## config.mk

```make
export PLATFORM = sky130hd
export DESIGN_NAME = positional_insert_delete_list_top
export DESIGN_NICKNAME = d
export VERILOG_FILES = /design/src/rtl/pidl_pkg.sv /design/src/rtl/pidl_cell.sv /design/src/rtl/positional_insert_delete_list_top.sv
export SDC_FILE = /design/constraint.sdc
export NUM_CORES = 1
export LEC_CHECK = 0
export BUFFER_PORTS_ARGS = -buffer_cell sky130_fd_sc_hd__buf_4
export CAP_MARGIN = 0
export CORE_AREA = 5 5 332 334
export DETAILED_ROUTE_END_ITERATION = 6
export DIE_AREA = 0 0 337 339
export PLACE_DENSITY = 0.45
export SETUP_SLACK_MARGIN = 0.4
export SLEW_MARGIN = 25
export SYNTH_ARGS = -nofsm -noshare
export SYNTH_HDL_FRONTEND = slang
export SYNTH_SLANG_ARGS = --single-unit
```

## constraint.sdc

```tcl
create_clock -name clk -period 5.57 [get_ports clk]
set_input_delay 0.557 -clock clk [delete_from_list [all_inputs] [get_ports clk]]
set_output_delay 0.557 -clock clk [all_outputs]
set_load 0.05 [all_outputs]
```

## src/rtl/pidl_pkg.sv

```systemverilog
// ----------------------------------------------------------------------------
// pidl_pkg
// Shared types and constants for the positional insert/delete list: action
// and status codes, word layouts and the command that drives the cell chain.
// ----------------------------------------------------------------------------
package pidl_pkg;

  // Number of entries the list can hold.
  localparam int CAPACITY = 16;

  // Field widths.
  localparam int DATA_W = 32;
  localparam int POS_W  = 5;
  localparam int CNT_W  = 5;
  localparam int IDX_W  = $clog2(CAPACITY);

  // Count value that means the list is full.
  localparam logic [CNT_W-1:0] CAP_CNT = CNT_W'(CAPACITY);

  // Action codes.
  localparam logic [1:0] ACT_CLEAR  = 2'd0;
  localparam logic [1:0] ACT_INSERT = 2'd1;
  localparam logic [1:0] ACT_DELETE = 2'd2;
  localparam logic [1:0] ACT_READ   = 2'd3;

  // Status codes.
  localparam logic [1:0] ST_OK    = 2'd0;
  localparam logic [1:0] ST_FULL  = 2'd1;
  localparam logic [1:0] ST_EMPTY = 2'd2;
  localparam logic [1:0] ST_RANGE = 2'd3;

  // Input word.
  typedef struct packed {
    logic [1:0]               action;
    logic [POS_W-1:0]         position;
    logic signed [DATA_W-1:0] value;
  } in_word_t;

  // Result word.
  typedef struct packed {
    logic [1:0]               status;
    logic signed [DATA_W-1:0] element;
    logic [CNT_W-1:0]         count;
  } out_word_t;

  // Command broadcast to every cell of the chain.
  typedef struct packed {
    logic               shift_up;
    logic               shift_down;
    logic [POS_W-1:0]   pos;
    logic [DATA_W-1:0]  value;
  } cell_cmd_t;

endpackage

```

## src/rtl/pidl_cell.sv

```systemverilog
// ----------------------------------------------------------------------------
// pidl_cell
// One list entry. On an insert it takes the new value or its lower
// neighbor's entry; on a delete it takes its upper neighbor's entry.
// ----------------------------------------------------------------------------
module pidl_cell
  import pidl_pkg::*;
(
  input  logic              clk,
  input  logic [POS_W-1:0]  idx,
  input  cell_cmd_t         cmd,
  input  logic [DATA_W-1:0] lower_data,
  input  logic [DATA_W-1:0] upper_data,
  output logic [DATA_W-1:0] data
);

  logic [DATA_W-1:0] data_r;
  logic [DATA_W-1:0] data_nxt;

  // Pick the next entry from the command and this cell's place in the row.
  always_comb begin
    data_nxt = data_r;
    if (cmd.shift_up) begin
      if (idx == cmd.pos) begin
        data_nxt = cmd.value;
      end else if (idx > cmd.pos) begin
        data_nxt = lower_data;
      end
    end else if (cmd.shift_down) begin
      if (idx >= cmd.pos) begin
        data_nxt = upper_data;
      end
    end
  end

  // Entry register; its contents are undefined until written.
  always_ff @(posedge clk) begin
    data_r <= data_nxt;
  end

  assign data = data_r;

endmodule

```

## src/rtl/positional_insert_delete_list_top.sv

```systemverilog
// A result word is registered and appears in the cycle after its input word is accepted.
// One word is taken per cycle while the output is not stalled; every cell of the chain shifts in parallel.
// A new word is taken whenever the output register is empty or being drained.
// Reset (rst_n low, synchronous) empties the list and the output register;
// the entry cells are not cleared, since only entries below the count are read.
// ----------------------------------------------------------------------------
// positional_insert_delete_list_top
// Bounded ordered list of signed words held in a row of cells, with clear,
// insert, delete and read at a position, each returning one status word.
// ----------------------------------------------------------------------------
module positional_insert_delete_list_top
  import pidl_pkg::*;
(
  input  logic      clk,
  input  logic      rst_n,
  input  logic      in_valid,
  output logic      in_stall,
  input  in_word_t  in_word,
  output logic      out_valid,
  input  logic      out_stall,
  output out_word_t out_word
);

  logic [CNT_W-1:0]  count_r;
  logic [CNT_W-1:0]  count_nxt;
  logic              out_valid_r;
  logic              out_valid_nxt;
  out_word_t         out_word_r;
  out_word_t         out_word_nxt;
  logic              accept;
  logic              is_full;
  logic              is_empty;
  logic              ins_ok;
  logic              rd_ok;
  cell_cmd_t         cmd;
  logic [DATA_W-1:0] cell_data [CAPACITY];
  logic [DATA_W-1:0] sel_data;

  // Take a word when the output register is free or drains this cycle.
  assign in_stall = out_valid_r & out_stall;
  assign accept   = in_valid & ~in_stall;

  // Legality of the requested action against the current count.
  assign is_full  = (count_r == CAP_CNT);
  assign is_empty = (count_r == '0);
  assign ins_ok   = ~is_full & (in_word.position <= count_r);
  assign rd_ok    = ~is_empty & (in_word.position < count_r);

  // Entry at the requested position, valid only when it lies below the count.
  assign sel_data = cell_data[in_word.position[IDX_W-1:0]];

  // Command broadcast to the cells.
  always_comb begin
    cmd.shift_up   = accept & (in_word.action == ACT_INSERT) & ins_ok;
    cmd.shift_down = accept & (in_word.action == ACT_DELETE) & rd_ok;
    cmd.pos        = in_word.position;
    cmd.value      = in_word.value;
  end

  // Chain of cells; the ends see zero from outside the row.
  genvar g;
  generate
    for (g = 0; g < CAPACITY; g++) begin : g_cell
      logic [DATA_W-1:0] lower_d;
      logic [DATA_W-1:0] upper_d;
      if (g == 0) begin : g_first
        assign lower_d = '0;
      end else begin : g_lower
        assign lower_d = cell_data[g-1];
      end
      if (g == CAPACITY - 1) begin : g_last
        assign upper_d = '0;
      end else begin : g_upper
        assign upper_d = cell_data[g+1];
      end
      pidl_cell u_cell (
        .clk        (clk),
        .idx        (POS_W'(g)),
        .cmd        (cmd),
        .lower_data (lower_d),
        .upper_data (upper_d),
        .data       (cell_data[g])
      );
    end
  endgenerate

  // Status, element and new count for the accepted word.
  always_comb begin
    count_nxt            = count_r;
    out_word_nxt.status  = ST_OK;
    out_word_nxt.element = '0;
    case (in_word.action)
      ACT_CLEAR: begin
        count_nxt = '0;
      end
      ACT_INSERT: begin
        if (is_full) begin
          out_word_nxt.status = ST_FULL;
        end else if (!ins_ok) begin
          out_word_nxt.status = ST_RANGE;
        end else begin
          count_nxt = count_r + CNT_W'(1);
        end
      end
      ACT_DELETE, ACT_READ: begin
        if (is_empty) begin
          out_word_nxt.status = ST_EMPTY;
        end else if (!rd_ok) begin
          out_word_nxt.status = ST_RANGE;
        end else begin
          out_word_nxt.element = sel_data;
          if (in_word.action == ACT_DELETE) begin
            count_nxt = count_r - CNT_W'(1);
          end
        end
      end
      default: begin
        count_nxt = count_r;
      end
    endcase
    out_word_nxt.count = count_nxt;
  end

  // Output register handshake.
  always_comb begin
    out_valid_nxt = out_valid_r;
    if (accept) begin
      out_valid_nxt = 1'b1;
    end else if (!out_stall) begin
      out_valid_nxt = 1'b0;
    end
  end

  // Control state.
  always_ff @(posedge clk) begin
    if (!rst_n) begin
      count_r     <= '0;
      out_valid_r <= 1'b0;
    end else begin
      out_valid_r <= out_valid_nxt;
      if (accept) begin
        count_r <= count_nxt;
      end
    end
  end

  // Result payload.
  always_ff @(posedge clk) begin
    if (accept) begin
      out_word_r <= out_word_nxt;
    end
  end

  assign out_valid = out_valid_r;
  assign out_word  = out_word_r;

endmodule

```

==> impl_metrics.env <==
export IMPL_status="complete, no violations"
export IMPL_hold_violations=0
export IMPL_drv_slew=0
export IMPL_final_nets=2689
export IMPL_max_cap_viol_count=0
export IMPL_grt_pass1_vias=21370
export IMPL_post_route_min_period_ns=3.668
export IMPL_worst_setup_path_end_kind="flop"
export IMPL_cp_data_arrival_time_ns=3.91
export IMPL_cts_tree="built"
export IMPL_critPathLaunchType="primary input"
export IMPL_fin_crit_sh=0.6585
export IMPL_cts_sinks=557
export IMPL_skew_ns=0.02551
export IMPL_avgSynthCellArea_um2=11.84
export IMPL_wl_per_cell_um=25.50
export IMPL_first_iter_violations=2245
export IMPL_ir_worst_vdd_mv=0.2155
export IMPL_worstPathRequired_ns=5.82
export IMPL_cp_slowest_cell="a211oi_4"
export IMPL_synthArstFlopShare=0
export IMPL_gp_congestion=0.7878
export IMPL_synth_edff_count=551
export IMPL_synthCells=2677
export IMPL_p_sw_w=0.002326
export IMPL_viasPerCell=5.397
export IMPL_io_buffers=83
export IMPL_cp_cell_sequence="buf_4, ha_1, nand2_1, a211o_1, a21oi_2, nor3_2, a21oi_4, buf_16, a211oi_4, buf_4"
export IMPL_cpMostUsedCell="buf_4"
export IMPL_drc=0
export IMPL_synthFlopType="edfxtp_1"
export IMPL_cts_buffer_depth=3
export IMPL_final_common_cell="nand2_1"
export IMPL_min_path_type="primary input to flop"
export IMPL_grt_pass1_wl_um=151800
export IMPL_antenna_left=0
export IMPL_p_leak_nw=15.13
export IMPL_insertion_delay_ns=0.62
export IMPL_max_freq_ghz=0.2727
export IMPL_dp_final_hpwl_um=58780
export IMPL_ctsResizeCount=0
export IMPL_slowest_delay_ns=0.68
export IMPL_grt_overflow=0
export IMPL_wirelength_um=104400
export IMPL_place_ws_ns=1.268
export IMPL_area_growth_pct=12.97
export IMPL_cts_buffers=69
export IMPL_ys_ff_latch=557
export IMPL_path_class="primary input to flop"
export IMPL_cts_root_buf="clkbuf_16"
export IMPL_htreeDepth=3
export IMPL_grt_max_degree=157
export IMPL_synth_nets=2727
export IMPL_grt_use_total=0.1780
export IMPL_die_w_um=337
export IMPL_fp_dieArea_um2=114200
export IMPL_setup_viol=0
export IMPL_p_clk_frac=0.447
export IMPL_crit_fanout=41
export IMPL_ios=84
export IMPL_die_h_um=339
export IMPL_swShare=0.2408
export IMPL_power_density_nw_per_um2=269.6
export IMPL_yosys_cell_types_count=49
export IMPL_initial_core_util=0.2974
export IMPL_netlist_area_um2=31710
export IMPL_ctsHoldBuffers=0
export IMPL_p_int_w=0.007331
export IMPL_cts_setup_buffers=0
export IMPL_layout_setup_ws_ns=1.902
export IMPL_most_common_layout_cells="nand2_1, edfxtp_1, mux2i_1"
export IMPL_yosysWarnings=0
export IMPL_rows=120
export IMPL_coreArea_um2=106600
export IMPL_vias=22100
export IMPL_worst_pin_slew_ns=1.049
export IMPL_grt_antenna_before_repair=5
export IMPL_p_seq_frac=0.479
export IMPL_drive_gt1_frac=0.1592
export IMPL_rsz0062_at_grt="no"
export IMPL_combPwrFrac=0.074
export IMPL_clkTransAtPathRegs_ns=0.06
export IMPL_drtPass1Iterations=6
export IMPL_fin_tns_setup_ns=0
export IMPL_seq_area_frac_synth=0.5256
export IMPL_max_slew_margin=0.3009
## critical path, delay by kind of cell
kind | cells | cell delay (ns)
AO/OA/AOI/OAI | 4 | 1.08
adder cells (fa/ha/maj) | 1 | 0.37
buffers and inverters | 3 | 1.46
AND/OR/NAND/NOR | 2 | 0.37
## flip-flops by register name, indices dropped and copies added, names as in the netlist
register,flops
count_r,5
g_cell.u_cell.data,512
out_valid,1
out_word,39
## final timing paths
path              slack (ns)                                     start                                    to  cells after the start
setup / recovery        1.90                               in_word[35]   g_cell[6].u_cell.data[23]$_DFFE_PP_                     10
hold / removal          0.16                                  in_valid                out_valid$_SDFFE_PN0P_                      2
setup reg to reg        1.94                   count_r[0]$_SDFFE_PN0P_   g_cell[6].u_cell.data[23]$_DFFE_PP_                      9
hold reg to reg         0.56  g_cell[15].u_cell.data[21]$_SDFFCE_PP0P_  g_cell[14].u_cell.data[21]$_DFFE_PP_                      2
## cell families after synthesis
group,synth area share
DFF,0.5256
AOI/OAI and AO/OA,0.08452
muxes,0.2554
adders and majority gates,0.002762
and+or+nand+nor,0.09257
buffers and inverters,0.03914
## per-layer routing
layer,share of wire,global-route usage
met1,0.45,0.2528
met2,0.46,0.2809
met3,0.068,0.03167
met4,0.023,0.04843
met5,0,0
## power groups by stage
stage	registers (W)	clock network, W	logic (W)
final	0.00463	0.00432	0.000713
after global placement	0.00471	0	0.000707
after floorplan	0.00476	0	0.000430
after CTS	0.00463	0.00445	0.000714
after detailed placement	0.00471	0	0.000714
after global routing	0.00463	0.00461	0.000764
## through the flow
step | util | cells | hold WS (ns) | power, W | instance area [um^2]
finish | 0.3360 | 4094 | 0.1572 | 0.009657 | 35820
detailed placement | 0.3162 | 3970 | 0.5470 | 0.005427 | 33700
global route | 0.3360 | 4093 | 0.1641 | 0.01000 | 35820
floorplan | - | 2677 | 0.5071 | 0.005186 | 31720
global placement | 0.3162 | 3970 | 0.5393 | 0.005419 | 33700
CTS | 0.3357 | 4091 | 0.1269 | 0.009787 | 35790
## layout make-up
cell class	count	area, um^2
Antenna cell	2	5.005
Clock buffer	94	1884
Clock inverter	27	198.9
Fill cell	10490	70780
Inverter	11	42.54
Multi-Input combinational cell	1862	14100
Sequential cell	557	16670
Tap cell	1403	1755
Timing Repair Buffer	138	1169
## cells in the mapped netlist (21+ instances only)
master,number,area [um^2]
a21oi_1,44,220.2
and3_1,34,212.7
buf_2,110,550.5
buf_4,30,225.2
clkbuf_1,101,379.1
edfxtp_1,551,16550
mux2i_1,449,4494
mux4_2,160,3603
nand2_1,597,2241
nand3_1,39,195.2
nor2_1,21,78.83
o21ai_0,314,1572
o21ai_1,146,730.7
Power figures use the tool's default switching activity.
